## config.mk

```make
export PLATFORM = sky130hd
export DESIGN_NAME = single_wire_humidity_sensor_receiver_unit
export DESIGN_NICKNAME = d
export VERILOG_FILES = /design/src/rtl/swhsr_pkg.sv /design/src/rtl/swhsr_cfg.sv /design/src/rtl/swhsr_core.sv /design/src/rtl/swhsr_skid.sv /design/src/rtl/single_wire_humidity_sensor_receiver_unit.sv
export SDC_FILE = /design/constraint.sdc
export NUM_CORES = 1
export LEC_CHECK = 0
export ABC_AREA = 1
export BUFFER_PORTS_ARGS = -buffer_cell sky130_fd_sc_hd__buf_2
export CAP_MARGIN = 0
export CORE_AREA = 2 2 229 231
export CTS_CLUSTER_DIAMETER = 150
export CTS_CLUSTER_SIZE = 40
export DETAILED_ROUTE_END_ITERATION = 10
export DIE_AREA = 0 0 231 233
export REMOVE_ABC_BUFFERS = 1
export SYNTH_ARGS = -nofsm -noshare
export SYNTH_HDL_FRONTEND = slang
export SYNTH_SLANG_ARGS = --single-unit
```

## constraint.sdc

```tcl
create_clock -name clock -period 5.3 [get_ports clock]
set_input_delay 0.53 -clock clock [delete_from_list [all_inputs] [get_ports clock]]
set_output_delay 0.53 -clock clock [all_outputs]
set_load 0.01 [all_outputs]
```

## src/rtl/swhsr_pkg.sv

```systemverilog
// shared types, constants and helpers for the single-wire humidity sensor receiver
// no dependencies; used by every module in rtl/ through scoped names
`default_nettype none

package swhsr_pkg;

   localparam int FRAME_BITS = 40;
   localparam int CNT_WIDTH  = 15;
   localparam int BITS_WIDTH = $clog2(FRAME_BITS + 1);
   localparam int CSR_ADDR_WIDTH = 3;
   localparam int CSR_DATA_WIDTH = 15;
   localparam int SHOWN_WIDTH = 12;

   localparam logic [CNT_WIDTH-1:0] CNT_MAX = {CNT_WIDTH{1'b1}};

   // error display: 1000 * error + 666
   localparam logic [SHOWN_WIDTH-1:0] SHOWN_ERR_STEP   = 12'd1000;
   localparam logic [SHOWN_WIDTH-1:0] SHOWN_ERR_OFFSET = 12'd666;

   // register reset values
   localparam logic [14:0] START_LOW_RESET    = 15'd18000;
   localparam logic [7:0]  FIRST_CHECK_RESET  = 8'd60;
   localparam logic [7:0]  SECOND_CHECK_RESET = 8'd80;
   localparam logic [7:0]  PULSE_MIN_RESET    = 8'd13;
   localparam logic [7:0]  ZERO_MAX_RESET     = 8'd35;
   localparam logic [7:0]  ONE_MIN_RESET      = 8'd60;
   localparam logic [7:0]  PULSE_MAX_RESET    = 8'd80;

   typedef enum logic [CSR_ADDR_WIDTH-1:0] {
      REG_START_LOW    = 3'd0,
      REG_FIRST_CHECK  = 3'd1,
      REG_SECOND_CHECK = 3'd2,
      REG_PULSE_MIN    = 3'd3,
      REG_ZERO_MAX     = 3'd4,
      REG_ONE_MIN      = 3'd5,
      REG_PULSE_MAX    = 3'd6,
      REG_SHOW_HUMID   = 3'd7
   } reg_index_type;

   typedef enum logic [1:0] {
      ERR_NONE    = 2'd0,
      ERR_NO_LOW  = 2'd1,
      ERR_NO_HIGH = 2'd2,
      ERR_PULSE   = 2'd3
   } error_type;

   typedef struct packed {
      logic [14:0] start_low_us;
      logic [7:0]  first_check_us;
      logic [7:0]  second_check_us;
      logic [7:0]  pulse_min_us;
      logic [7:0]  zero_max_us;
      logic [7:0]  one_min_us;
      logic [7:0]  pulse_max_us;
      logic        show_humidity;
   } cfg_type;

   typedef struct packed {
      logic                   drive_low;
      logic                   done_res;
      logic [1:0]             error_code;
      logic [7:0]             humidity;
      logic [7:0]             temperature;
      logic [SHOWN_WIDTH-1:0] shown_value;
   } rsp_type;

   function automatic logic [SHOWN_WIDTH-1:0] shown_value_f(
      input logic [1:0] err,
      input logic [7:0] hum,
      input logic [7:0] temp,
      input logic       sel_hum
   );
      logic [SHOWN_WIDTH-1:0] val;
      if (err != ERR_NONE) begin
         val = SHOWN_WIDTH'(SHOWN_WIDTH'(err) * SHOWN_ERR_STEP) + SHOWN_ERR_OFFSET;
      end else if (sel_hum) begin
         val = SHOWN_WIDTH'(hum);
      end else begin
         val = SHOWN_WIDTH'(temp);
      end
      return val;
   endfunction

endpackage

`default_nettype wire

```

## src/rtl/swhsr_cfg.sv

```systemverilog
// configuration register bank for the humidity sensor receiver
// depends on swhsr_pkg
`default_nettype none

module swhsr_cfg (
   input  wire logic                                   clock,
   input  wire logic                                   reset,
   input  wire logic                                   csr_we,
   input  wire logic [swhsr_pkg::CSR_ADDR_WIDTH-1:0]   csr_addr,
   input  wire logic [swhsr_pkg::CSR_DATA_WIDTH-1:0]   csr_wdata,
   output swhsr_pkg::cfg_type                          cfg
);

   swhsr_pkg::cfg_type cfg_ff, cfg_in;

   always_comb begin
      cfg_in = cfg_ff;
      if (csr_we) begin
         case (swhsr_pkg::reg_index_type'(csr_addr))
            swhsr_pkg::REG_START_LOW:    cfg_in.start_low_us    = csr_wdata[14:0];
            swhsr_pkg::REG_FIRST_CHECK:  cfg_in.first_check_us  = csr_wdata[7:0];
            swhsr_pkg::REG_SECOND_CHECK: cfg_in.second_check_us = csr_wdata[7:0];
            swhsr_pkg::REG_PULSE_MIN:    cfg_in.pulse_min_us    = csr_wdata[7:0];
            swhsr_pkg::REG_ZERO_MAX:     cfg_in.zero_max_us     = csr_wdata[7:0];
            swhsr_pkg::REG_ONE_MIN:      cfg_in.one_min_us      = csr_wdata[7:0];
            swhsr_pkg::REG_PULSE_MAX:    cfg_in.pulse_max_us    = csr_wdata[7:0];
            swhsr_pkg::REG_SHOW_HUMID:   cfg_in.show_humidity   = csr_wdata[0];
            default:                     cfg_in = cfg_ff;
         endcase
      end
   end

   always_ff @(posedge clock) begin
      if (reset) begin
         cfg_ff.start_low_us    <= swhsr_pkg::START_LOW_RESET;
         cfg_ff.first_check_us  <= swhsr_pkg::FIRST_CHECK_RESET;
         cfg_ff.second_check_us <= swhsr_pkg::SECOND_CHECK_RESET;
         cfg_ff.pulse_min_us    <= swhsr_pkg::PULSE_MIN_RESET;
         cfg_ff.zero_max_us     <= swhsr_pkg::ZERO_MAX_RESET;
         cfg_ff.one_min_us      <= swhsr_pkg::ONE_MIN_RESET;
         cfg_ff.pulse_max_us    <= swhsr_pkg::PULSE_MAX_RESET;
         cfg_ff.show_humidity   <= 1'b0;
      end else begin
         cfg_ff <= cfg_in;
      end
   end

   assign cfg = cfg_ff;

endmodule

`default_nettype wire

```

## src/rtl/swhsr_core.sv

```systemverilog
// protocol sequencer: start pulse, reply checks, pulse timing and frame capture
// depends on swhsr_pkg; one request is processed per accepted tick
`default_nettype none

module swhsr_core (
   input  wire logic               clock,
   input  wire logic               reset,
   input  wire logic               accept,
   input  wire logic               start_req,
   input  wire logic               line_level,
   input  wire swhsr_pkg::cfg_type cfg,
   output swhsr_pkg::rsp_type      rsp
);

   typedef enum logic [2:0] {
      PH_IDLE   = 3'd0,
      PH_LOW    = 3'd1,
      PH_FIRST  = 3'd2,
      PH_SECOND = 3'd3,
      PH_FALL   = 3'd4,
      PH_RISE   = 3'd5,
      PH_HIGH   = 3'd6
   } phase_type;

   localparam int CW = swhsr_pkg::CNT_WIDTH;
   localparam int BW = swhsr_pkg::BITS_WIDTH;
   localparam int FB = swhsr_pkg::FRAME_BITS;

   phase_type         phase_ff, phase_in;
   logic [CW-1:0]     tick_ff, tick_in;
   logic [BW-1:0]     bits_ff, bits_in;
   logic [FB-1:0]     frame_ff, frame_in;
   logic [7:0]        hum_ff, hum_in;
   logic [7:0]        temp_ff, temp_in;
   logic [1:0]        err_ff, err_in;
   logic              drive;
   logic              done;
   logic              is_zero;
   logic              is_one;
   logic              bad_width;

   always_comb begin
      phase_in  = phase_ff;
      tick_in   = tick_ff;
      bits_in   = bits_ff;
      frame_in  = frame_ff;
      hum_in    = hum_ff;
      temp_in   = temp_ff;
      err_in    = err_ff;
      drive     = 1'b0;
      done      = 1'b0;
      is_zero   = tick_ff < CW'(cfg.zero_max_us);
      is_one    = tick_ff > CW'(cfg.one_min_us);
      bad_width = (tick_ff <= CW'(cfg.pulse_min_us)) || (tick_ff >= CW'(cfg.pulse_max_us));

      // a start request aborts whatever reading is running
      if (start_req) begin
         phase_in = PH_LOW;
         tick_in  = '0;
         bits_in  = '0;
         frame_in = '0;
      end

      case (phase_in)
         PH_LOW: begin
            if (tick_in < cfg.start_low_us) begin
               drive   = 1'b1;
               tick_in = tick_in + 1'b1;
            end
            if (tick_in >= cfg.start_low_us) begin
               phase_in = PH_FIRST;
               tick_in  = '0;
            end
         end
         PH_FIRST: begin
            if (tick_in < swhsr_pkg::CNT_MAX) tick_in = tick_in + 1'b1;
            if (tick_in >= CW'(cfg.first_check_us)) begin
               if (line_level) begin
                  err_in   = swhsr_pkg::ERR_NO_LOW;
                  phase_in = PH_IDLE;
                  tick_in  = '0;
                  done     = 1'b1;
               end else begin
                  phase_in = PH_SECOND;
                  tick_in  = '0;
               end
            end
         end
         PH_SECOND: begin
            if (tick_in < swhsr_pkg::CNT_MAX) tick_in = tick_in + 1'b1;
            if (tick_in >= CW'(cfg.second_check_us)) begin
               if (!line_level) begin
                  err_in   = swhsr_pkg::ERR_NO_HIGH;
                  phase_in = PH_IDLE;
                  tick_in  = '0;
                  done     = 1'b1;
               end else begin
                  phase_in = PH_FALL;
                  tick_in  = '0;
               end
            end
         end
         PH_FALL: begin
            if (!line_level) phase_in = PH_RISE;
         end
         PH_RISE: begin
            if (line_level) begin
               phase_in = PH_HIGH;
               tick_in  = CW'(1);
            end
         end
         PH_HIGH: begin
            // high phase is never entered on a start tick, so tick_ff is the width
            if (line_level) begin
               if (tick_in < swhsr_pkg::CNT_MAX) tick_in = tick_in + 1'b1;
            end else if (bad_width || !(is_zero || is_one)) begin
               err_in   = swhsr_pkg::ERR_PULSE;
               phase_in = PH_IDLE;
               tick_in  = '0;
               done     = 1'b1;
            end else begin
               frame_in = {frame_in[FB-2:0], ~is_zero};
               bits_in  = bits_in + 1'b1;
               tick_in  = '0;
               if (bits_in >= BW'(FB)) begin
                  err_in   = swhsr_pkg::ERR_NONE;
                  hum_in   = frame_in[FB-1 -: 8];
                  temp_in  = frame_in[FB-17 -: 8];
                  phase_in = PH_IDLE;
                  done     = 1'b1;
               end else begin
                  phase_in = PH_RISE;
               end
            end
         end
         default: begin
            phase_in = PH_IDLE;
         end
      endcase
   end

   always_ff @(posedge clock) begin
      if (reset) begin
         phase_ff <= PH_IDLE;
         tick_ff  <= '0;
         bits_ff  <= '0;
         frame_ff <= '0;
         hum_ff   <= '0;
         temp_ff  <= '0;
         err_ff   <= '0;
      end else if (accept) begin
         phase_ff <= phase_in;
         tick_ff  <= tick_in;
         bits_ff  <= bits_in;
         frame_ff <= frame_in;
         hum_ff   <= hum_in;
         temp_ff  <= temp_in;
         err_ff   <= err_in;
      end
   end

   always_comb begin
      rsp.drive_low   = drive;
      rsp.done_res    = done;
      rsp.error_code  = err_in;
      rsp.humidity    = hum_in;
      rsp.temperature = temp_in;
      rsp.shown_value = swhsr_pkg::shown_value_f(err_in, hum_in, temp_in, cfg.show_humidity);
   end

   // a finished reading leaves the sequencer idle
   a_done_idle: assert property (@(posedge clock) disable iff (reset)
      (accept && done) |=> (phase_ff == PH_IDLE))
      else $error("sequencer not idle after a finished reading");

   a_bits_bound: assert property (@(posedge clock) disable iff (reset)
      bits_ff <= BW'(FB))
      else $error("bit count past frame length");

   // the line is only driven during the start pulse
   a_drive_low: assert property (@(posedge clock) disable iff (reset)
      drive |-> (phase_in == PH_LOW || phase_in == PH_FIRST))
      else $error("line driven outside the start pulse");

endmodule

`default_nettype wire

```

## src/rtl/swhsr_skid.sv

```systemverilog
// two-entry output buffer: response register plus skid register
// depends on swhsr_pkg; decouples rsp_tready from request acceptance
`default_nettype none

module swhsr_skid (
   input  wire logic               clock,
   input  wire logic               reset,
   input  wire logic               in_valid,
   input  wire swhsr_pkg::rsp_type in_data,
   output logic                    in_ready,
   output logic                    out_valid,
   output swhsr_pkg::rsp_type      out_data,
   input  wire logic               out_ready
);

   logic               main_valid_ff, main_valid_in;
   logic               spare_valid_ff, spare_valid_in;
   swhsr_pkg::rsp_type main_ff, main_in;
   swhsr_pkg::rsp_type spare_ff, spare_in;
   logic               take;

   assign take = main_valid_ff && out_ready;

   always_comb begin
      main_valid_in  = main_valid_ff;
      spare_valid_in = spare_valid_ff;
      main_in        = main_ff;
      spare_in       = spare_ff;
      if (in_valid) begin
         if (!main_valid_ff || take) begin
            main_in       = in_data;
            main_valid_in = 1'b1;
         end else begin
            spare_in       = in_data;
            spare_valid_in = 1'b1;
         end
      end else if (take) begin
         if (spare_valid_ff) begin
            main_in        = spare_ff;
            spare_valid_in = 1'b0;
         end else begin
            main_valid_in = 1'b0;
         end
      end
   end

   always_ff @(posedge clock) begin
      if (reset) begin
         main_valid_ff  <= 1'b0;
         spare_valid_ff <= 1'b0;
      end else begin
         main_valid_ff  <= main_valid_in;
         spare_valid_ff <= spare_valid_in;
      end
      main_ff  <= main_in;
      spare_ff <= spare_in;
   end

   assign in_ready  = !spare_valid_ff;
   assign out_valid = main_valid_ff;
   assign out_data  = main_ff;

   a_spare_needs_main: assert property (@(posedge clock) disable iff (reset)
      spare_valid_ff |-> main_valid_ff)
      else $error("skid entry held without a response entry");

   a_no_overrun: assert property (@(posedge clock) disable iff (reset)
      in_valid |-> !spare_valid_ff)
      else $error("request accepted with output buffer full");

   a_hold_unread: assert property (@(posedge clock) disable iff (reset)
      (main_valid_ff && !out_ready) |=> main_valid_ff)
      else $error("unread response dropped");

endmodule

`default_nettype wire

```

## src/rtl/single_wire_humidity_sensor_receiver_unit.sv

```systemverilog
// top level: single-wire humidity/temperature sensor receiver, one request per line tick
// output: each response is registered in the output buffer and held on rsp_* until rsp_tready takes it
// throughput: one request per cycle; the two-entry output buffer keeps req_tready high
//    while a single response waits, and drops it only when both entries are full
// reset (synchronous): registers return to defaults, the reading sequencer goes idle,
//    held humidity, temperature and error clear, and the output buffer empties
`default_nettype none

module single_wire_humidity_sensor_receiver_unit (
   input  wire logic                                  clock,
   input  wire logic                                  reset,
   input  wire logic                                  req_tvalid,
   output logic                                       req_tready,
   input  wire logic [7:0]                            req_tdata,  // start_req, line_level
   output logic                                       rsp_tvalid,
   input  wire logic                                  rsp_tready,
   // drive_low, error_code, humidity, temperature, shown_value
   output logic [31:0]                                rsp_tdata,
   output logic                                       rsp_tlast,  // done_res
   input  wire logic                                  csr_we,
   input  wire logic [swhsr_pkg::CSR_ADDR_WIDTH-1:0]  csr_addr,
   input  wire logic [swhsr_pkg::CSR_DATA_WIDTH-1:0]  csr_wdata
);

   swhsr_pkg::cfg_type cfg;
   swhsr_pkg::rsp_type core_rsp;
   swhsr_pkg::rsp_type out_rsp;
   logic               accept;

   assign accept = req_tvalid && req_tready;

   swhsr_cfg u_cfg (
      .clock     (clock),
      .reset     (reset),
      .csr_we    (csr_we),
      .csr_addr  (csr_addr),
      .csr_wdata (csr_wdata),
      .cfg       (cfg)
   );

   swhsr_core u_core (
      .clock      (clock),
      .reset      (reset),
      .accept     (accept),
      .start_req  (req_tdata[0]),
      .line_level (req_tdata[1]),
      .cfg        (cfg),
      .rsp        (core_rsp)
   );

   swhsr_skid u_skid (
      .clock     (clock),
      .reset     (reset),
      .in_valid  (accept),
      .in_data   (core_rsp),
      .in_ready  (req_tready),
      .out_valid (rsp_tvalid),
      .out_data  (out_rsp),
      .out_ready (rsp_tready)
   );

   assign rsp_tdata = {1'b0, out_rsp.shown_value, out_rsp.temperature, out_rsp.humidity,
                       out_rsp.error_code, out_rsp.drive_low};
   assign rsp_tlast = out_rsp.done_res;

endmodule

`default_nettype wire

```

Yosys cells after proc, flatten, opt, wreduce, memory -nomap -nowiden. Index checks and enable logic that the tools add are counted.

$add $sub $neg: 3. Multipliers: 1. Magnitude comparators: 10. Equality and inequality tests: 16. Mux-type cells: 71. Bitwise operators: 2. Reductions and logical operators: 25.

Operators with widths (number): $mux W15 (11); $mux W40 (4); $mux W32 (4); $pmux W15 S5 (1); $mux W8 (9); $ge A15 B8 Y1 (3); $mux W3 (10); $mux W6 (4); $eq A3 B3 Y1 const B (7); $reduce_and A2 Y1 (10); $pmux W3 S6 (1); $mux W1 (16); $mux W2 (8); $add A15 B1 Y15 const B (1); $ge A15 B15 Y1 (1); $gt A15 B8 Y1 (1); $le A15 B8 Y1 (1); $lt A15 B15 Y1 (1); $lt A15 B15 Y1 const B (1); $lt A15 B8 Y1 (1); $add A12 B10 Y12 const B (1); $eq A3 B2 Y1 const B (4); $mux W12 (1); $mul A2 B7 Y9 const B (1); 14 further kinds (26).

Flip-flop bits (word level): 212. Input bits: 31.

Logic depth before layout (Yosys ltp).
Word-level depth: 12. Mapped depth: 31.

Cells and area by module. A second synthesis with hierarchy kept.

Cell total of the unflattened synthesis: 1914. Area total of the unflattened synthesis: 13130.1 um^2.

By module, submodules not included: swhsr_core (times used 1, cells each 1371, area an instance 8054.0 um^2); swhsr_cfg (times used 1, cells each 354, area an instance 2561.2 um^2); swhsr_skid (times used 1, cells each 185, area an instance 2496.1 um^2); single_wire_humidity_sensor_receiver_unit (times used 1, cells each 4, area an instance 18.8 um^2).

Least setup slack after synthesis. Ideal clock, no wire load.

Path kind: in2reg. Start: in req_tvalid. End: reg u_skid.main_ff, in the netlist u_skid.out_data[0] (enable). Setup time: 0.405 ns. Arrival: 3.980 ns. Data required time: 4.895 ns. Path slack: 0.915 ns. Stages: 7. Path buffers: 1. Path through: inv_1 > nor2_1 > inv_1 > clkbuf_1 > nor3_1 > a21oi_1 > o21a_1.

Longest elaborated chain between the ends: 3.

RTL lines: start, declared (line single_wire_humidity_sensor_receiver_unit.sv:12) `input wire logic req_tvalid,`; $logic_and A1 B1 Y1 (*) (line single_wire_humidity_sensor_receiver_unit.sv:30) `assign accept = req_tvalid && req_tready;`; $ne A2 B1 Y1 (no source line) or $reduce_bool A2 Y1 (tied branches); $reduce_and A3 Y1 (no source line) (*); end signal, assigned (line swhsr_skid.sv:55) `main_ff <= main_in;`; end, declared (line swhsr_skid.sv:18) `swhsr_pkg::rsp_type main_ff, main_in;`.

Every way passes the cells marked *; elsewhere a longest branch is shown, timed or not. A chain may end at the register's enable or synchronous reset.

==> Flow_metrics.wiki <==
{| class="wikitable"
! Metric !! Value
|-
| HPWL after DPL || between 20000 and 25000 um
|-
| Post-cts sizing count || 0
|-
| Share of power burned in registers || 0.569
|-
| Switching portion of total power || 0.282
|-
| Critical setup path kind || flop to flop
|-
| Cell with the biggest individual delay on the critical path || dfxtp_1
|-
| Ratio of cells with drive above 1 in the final layout || 0.0776
|-
| Data arrival time at the worst-slack endpoint || 5040 ps
|-
| Fraction of power consumed by the clock network || 0.286
|-
| Total core area || 51100 um^2
|-
| Startpoint of the most critical register-to-register path || u_core.tick_ff[2]
|-
| H-tree depth reported by CTS || 1
|-
| Required time of the critical path || between 5000 and 6000 ps
|-
| Antenna violations before repair || 6
|-
| Least setup slack across all paths after layout || between 500 and 600 ps
|-
| Die width || 231 um
|-
| Worst Skew || between 50 and 60 ps
|-
| Maximum fanout along the worst path || 14
|-
| IO buf count || between 50 and 60
|-
| Quantity of hold-fixing buffers added after cts || 0
|-
| Final worst-path cycle share || 0.901
|-
| Status || completed
|-
| Ranking of synthesized cells by area || dfxtp_1 24%, edfxtp_1 15%, nand2_1 15%, inv_1 7.3%, ha_1 7.3%
|-
| Final routed DRC violation total || 0
|-
| Critical Path Sink || u_skid.out_data[8]
|-
| Post-placement cell area || about 13000 um^2
|-
| Launch point of the critical path || u_core.tick_ff[2]
|-
| Synth unique cells || between 40 and 50
|-
| Total number of vias || 11000
|-
| Setup repair after global routing missed its margin || false
|-
| Power per standard cell area || ~230 nW/um^2
|-
| Routability cong. || around 0.89
|-
| Count of endpoints failing hold in the final timing report || 0
|-
| Syn avg cell area || 7.08 um^2
|-
| Combinational Power Share || 0.144
|-
| Crit Reg-Reg Endpoint || u_skid.out_data[8]
|-
| Synthesis-to-layout area growth || 10.5%
|-
| Power Internal || between 2 and 2.5 mW
|-
| Net switching power || about 0.86 mW
|-
| Setup violation total in the final timing report || 0
|-
| Setup bufs post-CTS || 0
|-
| Final critical delay including setup and external delays || 4780 ps
|-
| Initial detailed-routing violation count || about 980
|-
| XOR/XNOR share of the synthesized area || 0.00504
|-
| Relative slew margins || 0.263
|-
| Cell mode on critical path || nand2_1
|-
| Total clock buffers created by CTS || 9
|-
| Max-slew violation total from the final report || 0
|-
| Worst hold path depth || 3
|-
| Setup slack after placement || around 410 ps
|-
| Vias in the first global route || 10300
|-
| Clock tree from TritonCTS || built
|-
| Gate Count Post-Synth || 1718
|-
| Standby leakage power || ~5.9 nW
|-
| Row cnt || 83
|-
| Part of the Yosys area used for sequential elements || 0.395
|-
| Die Span Y || 233 um
|-
| Maximum clock path buffer count || 3
|-
| Synth Area in Simple Gates || 0.266
|-
| Largest family of logic cells by synthesized area || simple AND/OR/NAND/NOR gates
|-
| Max-cap check violation count || 0
|-
| Synthesis-stage register bit count || about 210
|-
| CP peak stage delay || just under 600 ps
|-
| Count of nets left with antenna violations after detail routing || 0
|-
| Congestion Overflow GR || 0
|-
| Syn Std Cell Area || 12200 um^2
|-
| Fraction of synthesis flops using an asynchronous set or reset pin || 0
|-
| Post-Synth Adder-Cell Area || 0.0730
|-
| Total number of yosys warnings || 0
|-
| Count of flip-flops with a built-in enable after synthesis || slightly above 60
|-
| Die Footprint || roughly 54000 um^2
|-
| R2R depth || 28
|-
| First-pass GRT wire length || around 54000 um
|-
| Worst voltage drop across the vdd grid || about 0.19 mV
|-
| Transition at the pin with the smallest max-transition slack || approximately 1100 ps
|-
| CTS Root Cell || clkbuf_16
|-
| Detailed-route wire length || around 33000 um
|-
| All-Layer GR Usage || 0.123
|-
| Wirelength per Cell || 13.8 um
|-
| Maximum operating frequency || 209 MHz
|-
| Maximum number of pins on one net before global-route repair || about 110
|-
| IO Pins || between 60 and 70
|-
| Top-area cell type share of the netlist area || 0.242
|-
| Total non-filler cell area in the finished layout || approximately 13000 um^2
|-
| Initial core utilization || 0.238
|-
| Critical Path Start Type || flop
|-
| Clock slew seen by the registers of the worst setup and hold paths || around 160 ps
|-
| Sinks on Clock Net || between 200 and 250
|-
| Flop2flop setup slack || around 520 ps
|-
| Post-synthesis compound-gate area fraction || 0.157
|-
| Path category of the worst min-delay check || input pin to flop
|-
| Latest clock arrival within the worst-skew pair || ~500 ps
|-
| Via density per instance || about 4.5
|-
| Final net count || around 1800
|-
| First-pass iteration count of the detailed router || 5
|-
| Multiplexer area fraction after synthesis || 0
|-
| Prevailing post-synth register cell || dfxtp_1
|-
| Kind of end point of the critical path || flop
|-
| Dominant cell type by area after synthesis || dfxtp_1
|}
==> registers in the layout, indices dropped and copies added, names as in the netlist <==
signal	count
u_core.bits_ff	6
u_skid.spare_ff	31
u_skid.out_data	31
u_core.tick_ff	15
u_core.frame_ff	39
u_skid.spare_valid_ff	1
u_cfg.cfg	64
u_core.phase_ff	3
u_core.hum_ff	8
u_core.err_ff	2
u_skid.out_valid	1
u_core.temp_ff	8
==> cell families after synthesis <==
| kind of cell | after synthesis |
|---|---|
| other | 1 |
| buffers and inverters | 319 |
| AND/OR/NAND/NOR | 769 |
| flip-flops | 209 |
| AO/OA/AOI/OAI | 342 |
| adder cells (fa/ha/maj) | 71 |
| XOR/XNOR | 7 |
==> routing by layer <==
metal,wire length [um],GRT usage,part of all wire
met5,51,0,0.0015
met3,1890,0.0174,0.057
met2,15400,0.212,0.46
met1,15300,0.160,0.46
met4,756,0.0361,0.023
==> power by group through the flow <==
stage | sequential [mW] | combinational, mW | clock [mW]
floorplan | 1.78 | 0.268 | 0
global placement | 1.78 | 0.431 | 0
detailed placement | 1.78 | 0.441 | 0
CTS | 1.74 | 0.443 | 0.911
global route | 1.75 | 0.504 | 0.955
finish | 1.74 | 0.441 | 0.875
==> worst max-delay path, delay by kind of cell, from the launching register on <==
family | cells | cell delay, ps
AND/OR/NAND/NOR | 22 | 2770
flip-flops | 1 | 590
adder cells (fa/ha/maj) | 2 | 440
AO/OA/AOI/OAI | 1 | 410
buffers and inverters | 3 | 350
==> per-stage QoR <==
step,instances,TNS (ps),total power [mW],utilization,hold slack (ps)
3_3_place_gp,2406,0,2.21,0.258,444
6_report,2421,0,3.06,0.263,223
3_5_place_dp,2406,0,2.22,0.258,451
2_1_floorplan,1646,-363700,2.05,-,429
5_1_grt,2420,0,3.21,0.263,238
4_1_cts,2419,0,3.10,0.263,209
==> layout make-up <==
type | count | area [um^2]
inverter | 247 | 931
timing repair buffer | 80 | 468
multi-input combinational | 1190 | 6110
tap | 680 | 851
antenna | 2 | 5.00
clock buffer | 12 | 246
sequential | 209 | 4800
clock inverter | 1 | 30.0
fill | 5567 | 37600
==> cells in the mapped netlist, types with 5 or more instances <==
cell and number:
a21oi_1 147, buf_4 5, buf_6 5, clkbuf_1 55, dfxtp_1 147, edfxtp_1 62, ha_1 71, inv_1 237
inv_2 9, nand2_1 477, nand2_2 6, nand3_1 93, nand3_2 6, nand3b_1 7, nand4_1 19, nor2_1 133
nor2_2 7, nor2_4 6, nor3_1 9, o2111ai_1 5, o211ai_1 42, o21a_1 7, o21ai_0 101, o21ai_1 21
xor2_1 6
==> cells in the final DEF (no fill, tap or decap), types with 42 or more instances in the layout <==
cell type	instances
inv_1	235
a21oi_1	147
dfxtp_1	147
edfxtp_1	62
ha_1	71
nor2_1	132
buf_2	58
o211ai_1	42
nand3_1	93
o21ai_0	101
nand2_1	477
==> how the worst min path moves through the flow <==
stage / end / slack [ps] / start
final: u_cfg.cfg[59] / 220 / csr_wdata[10]
after global routing: u_cfg.cfg[59] / 240 / csr_wdata[10]
after CTS: u_cfg.cfg[59] / 210 / csr_wdata[10]
after detailed placement: u_cfg.cfg[25] / 450 / u_cfg.cfg[25]
after global placement: u_cfg.cfg[17] / 440 / u_cfg.cfg[17]
after floorplan: u_cfg.cfg[17] / 430 / u_cfg.cfg[17]
Note: power is estimated with default switching activity, not from simulation.
